[src/rtl/slb_pkg.sv]
package slb_pkg;

   // fixed field widths
   localparam int THRESH_W = 12;
   localparam int WINDOW_W = 10;
   localparam int STEP_W   = 16;
   localparam int TIME_W   = 32;
   localparam int CSR_W    = 16;
   localparam int CSR_IDX_W = 2;

   // register reset values
   localparam logic [THRESH_W-1:0] LOUD_THRESHOLD_RST = 12'd2500;
   localparam logic [WINDOW_W-1:0] WINDOW_MS_RST      = 10'd50;
   localparam logic [STEP_W-1:0]   STEP_MS_RST        = 16'd100;

   typedef enum logic {
      CMD_SAMPLE = 1'b0,
      CMD_TICK   = 1'b1
   } cmd_type;

   typedef enum logic [CSR_IDX_W-1:0] {
      CSR_LOUD_THRESHOLD = 2'd0,
      CSR_WINDOW_MS      = 2'd1,
      CSR_STEP_MS        = 2'd2
   } csr_index_type;

   // one closed window as seen by the led bar
   typedef struct packed {
      logic              close;
      logic              loud;
      logic [TIME_W-1:0] now;
   } win_close_type;

endpackage

[src/rtl/slb_bar.sv]
module slb_bar
   import slb_pkg::*;
#(
   parameter int NUM_LEDS = 6,
   localparam int CNT_W = $clog2(NUM_LEDS + 1)
) (
   input  logic                clock,
   input  logic                reset,
   input  win_close_type       win,
   input  logic [STEP_W-1:0]   step_ms,
   output logic [CNT_W-1:0]    lit_count,
   output logic                trigger
);

   logic              prior_loud_ff, prior_loud_in;
   logic [TIME_W-1:0] step_start_ff, step_start_in;
   logic [CNT_W-1:0]  lit_ff, lit_in;
   logic              fired_ff, fired_in;

   logic              changed;
   logic [TIME_W-1:0] elapsed;
   logic              due;
   logic              stepped;
   logic              trig;

   always_comb begin
      changed = win.loud != prior_loud_ff;
      // a loudness change restarts the step timer at the window start
      elapsed = changed ? '0 : win.now - step_start_ff;
      due     = elapsed >= TIME_W'(step_ms);
      lit_in   = lit_ff;
      fired_in = fired_ff;
      stepped  = 1'b0;
      trig     = 1'b0;
      if (win.loud) begin
         if (lit_ff < CNT_W'(NUM_LEDS)) begin
            fired_in = 1'b0;
            if (due) begin
               lit_in  = lit_ff + 1'b1;
               stepped = 1'b1;
            end
         end else if (!fired_ff && due) begin
            trig     = 1'b1;
            lit_in   = '0;
            fired_in = 1'b1;
            stepped  = 1'b1;
         end
      end else begin
         fired_in = 1'b0;
         if (lit_ff != '0 && due) begin
            lit_in  = lit_ff - 1'b1;
            stepped = 1'b1;
         end
      end
      step_start_in = (changed || stepped) ? win.now : step_start_ff;
      prior_loud_in = win.loud;
   end

   always_ff @(posedge clock) begin
      if (reset) begin
         prior_loud_ff <= 1'b0;
         step_start_ff <= '0;
         lit_ff        <= '0;
         fired_ff      <= 1'b0;
      end else if (win.close) begin
         prior_loud_ff <= prior_loud_in;
         step_start_ff <= step_start_in;
         lit_ff        <= lit_in;
         fired_ff      <= fired_in;
      end
   end

   assign lit_count = lit_in;
   assign trigger   = trig;

endmodule

[src/rtl/sound_level_led_bar.sv]
// channel | dir | tdata (low bit up)                            | tuser
// --------+-----+-----------------------------------------------+-----------
// req_    | in  | sample                                        | cmd
// rsp_    | out | amplitude, loud, lit_count, led_mask, trigger | -
// csr_    | in  | csr_we / csr_index / csr_wdata, write only    | -
//
// one item per cycle unless a window-closing tick waits for result room;
// items pass the input register, and closing ticks then the result register
// the window check, peak-to-peak subtract and led bar step run in one pass
// from the input register, so the next item sees the updated state
// reset is synchronous and active high; config registers return to defaults
// a stalled result only holds a window-closing tick in the input register,
// which then holds off the input; samples and other ticks keep flowing

module sound_level_led_bar
   import slb_pkg::*;
#(
   parameter int NUM_LEDS    = 6,
   parameter int SAMPLE_BITS = 12,
   localparam int CNT_W       = $clog2(NUM_LEDS + 1),
   localparam int REQ_DATA_W  = ((SAMPLE_BITS + 7) / 8) * 8,
   localparam int RSP_FIELD_W = SAMPLE_BITS + 1 + CNT_W + NUM_LEDS + 1,
   localparam int RSP_DATA_W  = ((RSP_FIELD_W + 7) / 8) * 8
) (
   input  logic                  clock,
   input  logic                  reset,

   input  logic                  req_tvalid,
   output logic                  req_tready,
   input  logic [REQ_DATA_W-1:0] req_tdata,   // sample
   input  logic                  req_tuser,   // cmd

   output logic                  rsp_tvalid,
   input  logic                  rsp_tready,
   output logic [RSP_DATA_W-1:0] rsp_tdata,   // amplitude, loud, lit_count, led_mask, trigger

   input  logic                  csr_we,
   input  logic [CSR_IDX_W-1:0]  csr_index,
   input  logic [CSR_W-1:0]      csr_wdata
);

   localparam int CMP_W = (SAMPLE_BITS > THRESH_W) ? SAMPLE_BITS : THRESH_W;
   localparam logic [SAMPLE_BITS-1:0] FULL_SCALE = {SAMPLE_BITS{1'b1}};

   // config registers
   logic [THRESH_W-1:0] loud_threshold_ff, loud_threshold_in;
   logic [WINDOW_W-1:0] window_ms_ff, window_ms_in;
   logic [STEP_W-1:0]   step_ms_ff, step_ms_in;

   // input register
   logic                   in_valid_ff, in_valid_in;
   cmd_type                in_cmd_ff;
   logic [SAMPLE_BITS-1:0] in_sample_ff;

   // window state
   logic [TIME_W-1:0]      time_count_ff, time_count_in;
   logic [TIME_W-1:0]      window_start_ff, window_start_in;
   logic [SAMPLE_BITS-1:0] peak_high_ff, peak_high_in;
   logic [SAMPLE_BITS-1:0] peak_low_ff, peak_low_in;

   // result register
   logic                   rsp_valid_ff, rsp_valid_in;
   logic [SAMPLE_BITS-1:0] rsp_amp_ff;
   logic                   rsp_loud_ff;
   logic [CNT_W-1:0]       rsp_lit_ff;
   logic [NUM_LEDS-1:0]    rsp_mask_ff;
   logic                   rsp_trig_ff;

   logic [TIME_W-1:0]      time_next;
   logic                   win_close;
   logic                   produce;
   logic                   out_space;
   logic                   advance;
   logic [SAMPLE_BITS-1:0] amp;
   logic                   loud;
   win_close_type          win;
   logic [CNT_W-1:0]       lit_next;
   logic                   trig_next;
   logic [NUM_LEDS-1:0]    mask_next;

   // config writes
   always_comb begin
      loud_threshold_in = loud_threshold_ff;
      window_ms_in      = window_ms_ff;
      step_ms_in        = step_ms_ff;
      if (csr_we) begin
         case (csr_index)
            CSR_LOUD_THRESHOLD: loud_threshold_in = csr_wdata[THRESH_W-1:0];
            CSR_WINDOW_MS:      window_ms_in      = csr_wdata[WINDOW_W-1:0];
            CSR_STEP_MS:        step_ms_in        = csr_wdata[STEP_W-1:0];
            default: ;
         endcase
      end
   end

   // window close detection and amplitude
   always_comb begin
      time_next = time_count_ff + 1'b1;
      win_close = (time_next - window_start_ff) >= TIME_W'(window_ms_ff);
      produce   = in_valid_ff && (in_cmd_ff == CMD_TICK) && win_close;
      // no usable sample leaves high below low
      amp  = (peak_high_ff >= peak_low_ff) ? (peak_high_ff - peak_low_ff) : '0;
      loud = CMP_W'(amp) > CMP_W'(loud_threshold_ff);
      win.close = produce && out_space;
      win.loud  = loud;
      win.now   = window_start_ff;
   end

   // handshake: the input register drains unless a window-closing tick waits for result room
   assign out_space  = !rsp_valid_ff || rsp_tready;
   assign advance    = in_valid_ff && (!produce || out_space);
   assign req_tready = !in_valid_ff || advance;

   always_comb begin
      in_valid_in = in_valid_ff;
      if (advance) begin
         in_valid_in = 1'b0;
      end
      if (req_tvalid && req_tready) begin
         in_valid_in = 1'b1;
      end
   end

   slb_bar #(
      .NUM_LEDS (NUM_LEDS)
   ) u_bar (
      .clock     (clock),
      .reset     (reset),
      .win       (win),
      .step_ms   (step_ms_ff),
      .lit_count (lit_next),
      .trigger   (trig_next)
   );

   // lowest lit_count bits set
   always_comb begin
      for (int i = 0; i < NUM_LEDS; i++) begin
         mask_next[i] = CNT_W'(i) < lit_next;
      end
   end

   // window state update
   always_comb begin
      time_count_in   = time_count_ff;
      window_start_in = window_start_ff;
      peak_high_in    = peak_high_ff;
      peak_low_in     = peak_low_ff;
      if (advance) begin
         case (in_cmd_ff)
            CMD_SAMPLE: begin
               // full-scale readings are clipped and ignored
               if (in_sample_ff != FULL_SCALE) begin
                  if (in_sample_ff > peak_high_ff) begin
                     peak_high_in = in_sample_ff;
                  end
                  if (in_sample_ff < peak_low_ff) begin
                     peak_low_in = in_sample_ff;
                  end
               end
            end
            CMD_TICK: begin
               time_count_in = time_next;
               if (win_close) begin
                  window_start_in = time_next;
                  peak_high_in    = '0;
                  peak_low_in     = FULL_SCALE;
               end
            end
            default: ;
         endcase
      end
   end

   always_comb begin
      rsp_valid_in = rsp_valid_ff;
      if (rsp_tready) begin
         rsp_valid_in = 1'b0;
      end
      if (advance && produce) begin
         rsp_valid_in = 1'b1;
      end
   end

   always_ff @(posedge clock) begin
      if (reset) begin
         loud_threshold_ff <= LOUD_THRESHOLD_RST;
         window_ms_ff      <= WINDOW_MS_RST;
         step_ms_ff        <= STEP_MS_RST;
         in_valid_ff       <= 1'b0;
         time_count_ff     <= '0;
         window_start_ff   <= '0;
         peak_high_ff      <= '0;
         peak_low_ff       <= FULL_SCALE;
         rsp_valid_ff      <= 1'b0;
      end else begin
         loud_threshold_ff <= loud_threshold_in;
         window_ms_ff      <= window_ms_in;
         step_ms_ff        <= step_ms_in;
         in_valid_ff       <= in_valid_in;
         time_count_ff     <= time_count_in;
         window_start_ff   <= window_start_in;
         peak_high_ff      <= peak_high_in;
         peak_low_ff       <= peak_low_in;
         rsp_valid_ff      <= rsp_valid_in;
      end
   end

   // payload registers
   always_ff @(posedge clock) begin
      if (req_tvalid && req_tready) begin
         in_cmd_ff    <= cmd_type'(req_tuser);
         in_sample_ff <= req_tdata[SAMPLE_BITS-1:0];
      end
      if (advance && produce) begin
         rsp_amp_ff  <= amp;
         rsp_loud_ff <= loud;
         rsp_lit_ff  <= lit_next;
         rsp_mask_ff <= mask_next;
         rsp_trig_ff <= trig_next;
      end
   end

   assign rsp_tvalid = rsp_valid_ff;
   assign rsp_tdata  = RSP_DATA_W'({rsp_trig_ff, rsp_mask_ff, rsp_lit_ff,
                                    rsp_loud_ff, rsp_amp_ff});

`ifndef SYNTHESIS
   // a held input item stays put until it can drain
   a_in_hold: assert property (@(posedge clock) disable iff (reset)
      in_valid_ff && !advance |=> in_valid_ff && $stable(in_sample_ff)
                                   && $stable(in_cmd_ff))
      else $error("input register lost or changed a stalled item");

   // closing a window restarts both peaks
   a_peak_restart: assert property (@(posedge clock) disable iff (reset)
      advance && produce |=> peak_high_ff == '0 && peak_low_ff == FULL_SCALE)
      else $error("peaks not restarted after window close");

   // the trigger only fires on a loud window and empties the bar
   a_trig_clears: assert property (@(posedge clock) disable iff (reset)
      rsp_valid_ff && rsp_trig_ff |-> rsp_loud_ff && rsp_lit_ff == '0)
      else $error("trigger without loud window or with bar still lit");

   // lit count never goes past the bar length
   a_lit_range: assert property (@(posedge clock) disable iff (reset)
      rsp_valid_ff |-> rsp_lit_ff <= CNT_W'(NUM_LEDS))
      else $error("lit count beyond bar length");
`endif

endmodule

[config.mk]
export PLATFORM = sky130hd
export DESIGN_NAME = sound_level_led_bar
export DESIGN_NICKNAME = d
export VERILOG_FILES = /design/src/rtl/slb_pkg.sv /design/src/rtl/slb_bar.sv /design/src/rtl/sound_level_led_bar.sv
export SDC_FILE = /design/constraint.sdc
export NUM_CORES = 1
export LEC_CHECK = 0
export ABC_AREA = 1
export BUFFER_PORTS_ARGS = -buffer_cell sky130_fd_sc_hd__buf_4
export CAP_MARGIN = 40
export CORE_MARGIN = 2
export CORE_UTILIZATION = 57
export DETAILED_ROUTE_END_ITERATION = 10
export PLACE_DENSITY = 0.85
export SETUP_SLACK_MARGIN = 0.05
export SLEW_MARGIN = 20
export SYNTH_ARGS = -nofsm -noshare
export SYNTH_HDL_FRONTEND = slang
export SYNTH_SLANG_ARGS = --single-unit
[constraint.sdc]
create_clock -name clock -period 16.9 [get_ports clock]
set_input_delay 2.535 -clock clock [delete_from_list [all_inputs] [get_ports clock]]
set_output_delay 2.535 -clock clock [all_outputs]
set_load 0.01 [all_outputs]
==> flow_metrics.env <==
export IMPL_h_tree_depth=4
export IMPL_port_buffers=60
export IMPL_cts_tree="done"
export IMPL_io_pins=66
export IMPL_ys_seq_elements=200
export IMPL_fin_area_um2=16700
export IMPL_cts_setup_buffers=0
export IMPL_vdd_drop_max_mv=0.0551
export IMPL_crit_slowest_cell="nand3_2"
export IMPL_synthFlopType="dfxtp_1"
export IMPL_grt_usage_pct=28.1
export IMPL_overflow=0
export IMPL_relSlewSlack_pct=53.7
export IMPL_end_kind="flip-flop"
export IMPL_clk_pin_slew_worst_paths_ns=0.09
export IMPL_first_pass_iters=6
export IMPL_max_stage_delay_ns=0.53
export IMPL_viasPerCell=5.43
export IMPL_worstSkewPairLatency_ns=0.46
export IMPL_p_per_area_nw_per_um2=89.7
export IMPL_vias=15100
export IMPL_tns_ns=0
export IMPL_syn_area_um2=15400
export IMPL_min_from="peak_low_ff[10]$_SDFFE_PP1P_"
export IMPL_synth_area_leaders="dfxtp_1 21%, nand2_1 15%, ha_1 11%"
export IMPL_cp_required_ns=17.23
export IMPL_yosys_top_cells_count="627 x nand2_1, 430 x inv_1, 260 x nor2_1"
export IMPL_worstPathArrival_ns=8.15
export IMPL_place_hpwl_um=30900
export IMPL_synth_most_common_cell="nand2_1"
export IMPL_nets=2601
export IMPL_hold_depth=2
export IMPL_start_util_pct=57.6
export IMPL_drt_iter0_markers=1305
export IMPL_worstMarginPinSlew_ns=0.692
export IMPL_grt_max_degree=85
export IMPL_cp_max_fo=33
export IMPL_p_leak_nw=8.67
export IMPL_placementRows=60
export IMPL_dieWidth_um=169
export IMPL_n_antenna_cell=0
export IMPL_routed_wl_um=39700
export IMPL_wl_per_cell_um=14.3
export IMPL_ant_nets=0
export IMPL_cts_root_buffer="clkbuf_16"
export IMPL_rrSetupSlack_ns=9.08
export IMPL_max_cap_viol_count=0
export IMPL_core_region_area_um2=26800
export IMPL_die_area_um2=28400
export IMPL_cts_max_path_buffers=2
export IMPL_synth_edf_count=35
export IMPL_yosysWarnings=0
export IMPL_place_congestion=0.932
export IMPL_die_h_um=169
export IMPL_setup_viol=0
export IMPL_synth_top_cell_area_share_pct=21.4
export IMPL_ys_types=48
export IMPL_syn_to_final_growth_pct=8.15
export IMPL_setup_worst_path_start_class="flip-flop"
export IMPL_drive_above_1_share_pct=6.74
export IMPL_status="finished, final reports clean"
export IMPL_cts_hold_buf=0
export IMPL_min_period_ns=7.82
export IMPL_yosysTopAreaCell="dfxtp_1"
export IMPL_path_class="reg2reg"
export IMPL_r2r_start="peak_high_ff[0]$_SDFFE_PP0P_"
export IMPL_layout_setup_ws_ns=9.08
export IMPL_grt_pass1_vias=13900
export IMPL_finalMaxSlewViolations=0
export IMPL_skew_ns=0.0276
export IMPL_synth_cells=2395
export IMPL_fin_crit_sh_pct=46.3
export IMPL_post_route_drc_count=0
export IMPL_cts_buffers_inserted=17
export IMPL_fmax_ghz=0.128
export IMPL_p_total_mw=1.50
export IMPL_syn_avg_cell_area_um2=6.45
export IMPL_reg2reg_to="u_bar.step_start_ff[6]$_SDFFE_PP0P_"
export IMPL_hold_violations=0
export IMPL_async_flop_share_pct=0
export IMPL_min_to="peak_low_ff[10]$_SDFFE_PP1P_"
export IMPL_cts_resized=0
export IMPL_ff2ff_path_depth=46
export IMPL_grt_pass1_wl_um=65600
export IMPL_antenna_found_initial=0
export IMPL_crit_top_cell="nand2_1"
export IMPL_dpl_instance_area_um2=16000
export IMPL_syn_nets=2577
export IMPL_cts_sinks=200
export IMPL_hp_class="reg2reg"
export IMPL_rsz0062_at_grt="no"
export IMPL_synth_seq_area_share_pct=28.2
export IMPL_dp_slack_ns=9.34
## sequential cells by signal, summed over array words and instances (netlist names)
signal	cells
in_cmd_ff	1
u_bar.prior_loud_ff	1
rsp_loud_ff	1
window_start_ff	32
rsp_tvalid	1
loud_threshold_ff	12
u_bar.fired_ff	1
time_count_ff	32
step_ms_ff	16
u_bar.step_start_ff	32
in_sample_ff	12
peak_low_ff	12
in_valid_ff	1
rsp_amp_ff	12
u_bar.lit_ff	3
window_ms_ff	10
rsp_mask_ff	6
rsp_trig_ff	1
peak_high_ff	12
rsp_lit_ff	2
## cell type report
type                            count  area, um2
Multi-Input combinational cell   1694       9080
Clock inverter                     14        196
Fill cell                        2396      10100
Sequential cell                   200       4350
Inverter                          437       1640
Tap cell                          341        427
Clock buffer                       18        450
Timing Repair Buffer               69        552
## cells in the final DEF (no fill, tap or decap), types with 9 or more instances in the layout
cell type  Yosys  final
dfxtp_1      165    165
nand2_2       11     11
nor3_1        23     23
nand3_2        9      9
o21ai_0       96     96
or2_2         10     10
nand4_1       58     58
inv_1        430    429
buf_4          9     65
nor2_2         9      9
o211ai_1      13     13
o21ai_1       18     18
ha_1         139    139
xnor2_1       22     22
edfxtp_1      35     35
nor2_1       260    260
clkbuf_16      0     18
xor2_1        37     37
nand2_1      627    627
a21oi_1      179    179
nand3_1      119    119
## logic make-up after synthesis
kind of cell | Yosys count | synth area share [%]
adders and majority gates | 142 | 11.7
other | 1 | 0.0243
AOI/OAI and AO/OA | 334 | 11.5
and+or+nand+nor | 1158 | 32.2
xor gates and xnor gates | 59 | 3.35
buffers and inverters | 501 | 13.0
DFF | 200 | 28.2
## critical path: cells and delay by family, from the launching register on
| kind | cells | cell delay (ns) |
|---|---|---|
| fa+ha+maj | 4 | 1.07 |
| compound gates | 4 | 0.86 |
| simple gates | 33 | 4.74 |
| flops | 1 | 0.33 |
| buf+inv | 5 | 0.67 |
## per-stage QoR
step | hold slack (ns) | cells | util (%)
CTS | 0.463 | 2771 | 62.2
floorplan | 0.429 | 2395 | -
global route | 0.483 | 2773 | 62.3
finish | 0.465 | 2773 | 62.3
global placement | 0.438 | 2737 | 59.7
detailed placement | 0.442 | 2739 | 59.8
## where the power goes
part	total (mW)	switching (mW)	leakage, nW	internal [mW]
Clock	0.442	0.225	0.315	0.217
Sequential	0.525	0.0164	1.67	0.509
Combinational	0.530	0.346	6.68	0.184
Total	1.50	0.588	8.67	0.910
## routing by layer
metal	vias up	wire length (um)	GRT usage [%]
met5	-	0	0
met4	0	809	8.40
met3	67	2490	3.30
met2	495	18700	48.2
met1	6860	17700	37.2
li1	7634	-	-
## worst max-delay path by stage
stage | startpoint | end | slack (ns)
6_report | peak_high_ff[0]$_SDFFE_PP0P_ | u_bar.step_start_ff[6]$_SDFFE_PP0P_ | 9.08
3_3_place_gp | peak_low_ff[3]$_SDFFE_PP1P_ | u_bar.step_start_ff[0]$_SDFFE_PP0P_ | 9.51
3_5_place_dp | peak_high_ff[0]$_SDFFE_PP0P_ | u_bar.step_start_ff[7]$_SDFFE_PP0P_ | 9.34
4_1_cts | peak_high_ff[0]$_SDFFE_PP0P_ | u_bar.step_start_ff[6]$_SDFFE_PP0P_ | 9.21
2_1_floorplan | time_count_ff[0]$_SDFFE_PP0P_ | req_tready | 10.81
5_1_grt | peak_high_ff[0]$_SDFFE_PP0P_ | u_bar.step_start_ff[16]$_SDFFE_PP0P_ | 8.46
(Power assumes the default switching activity.)
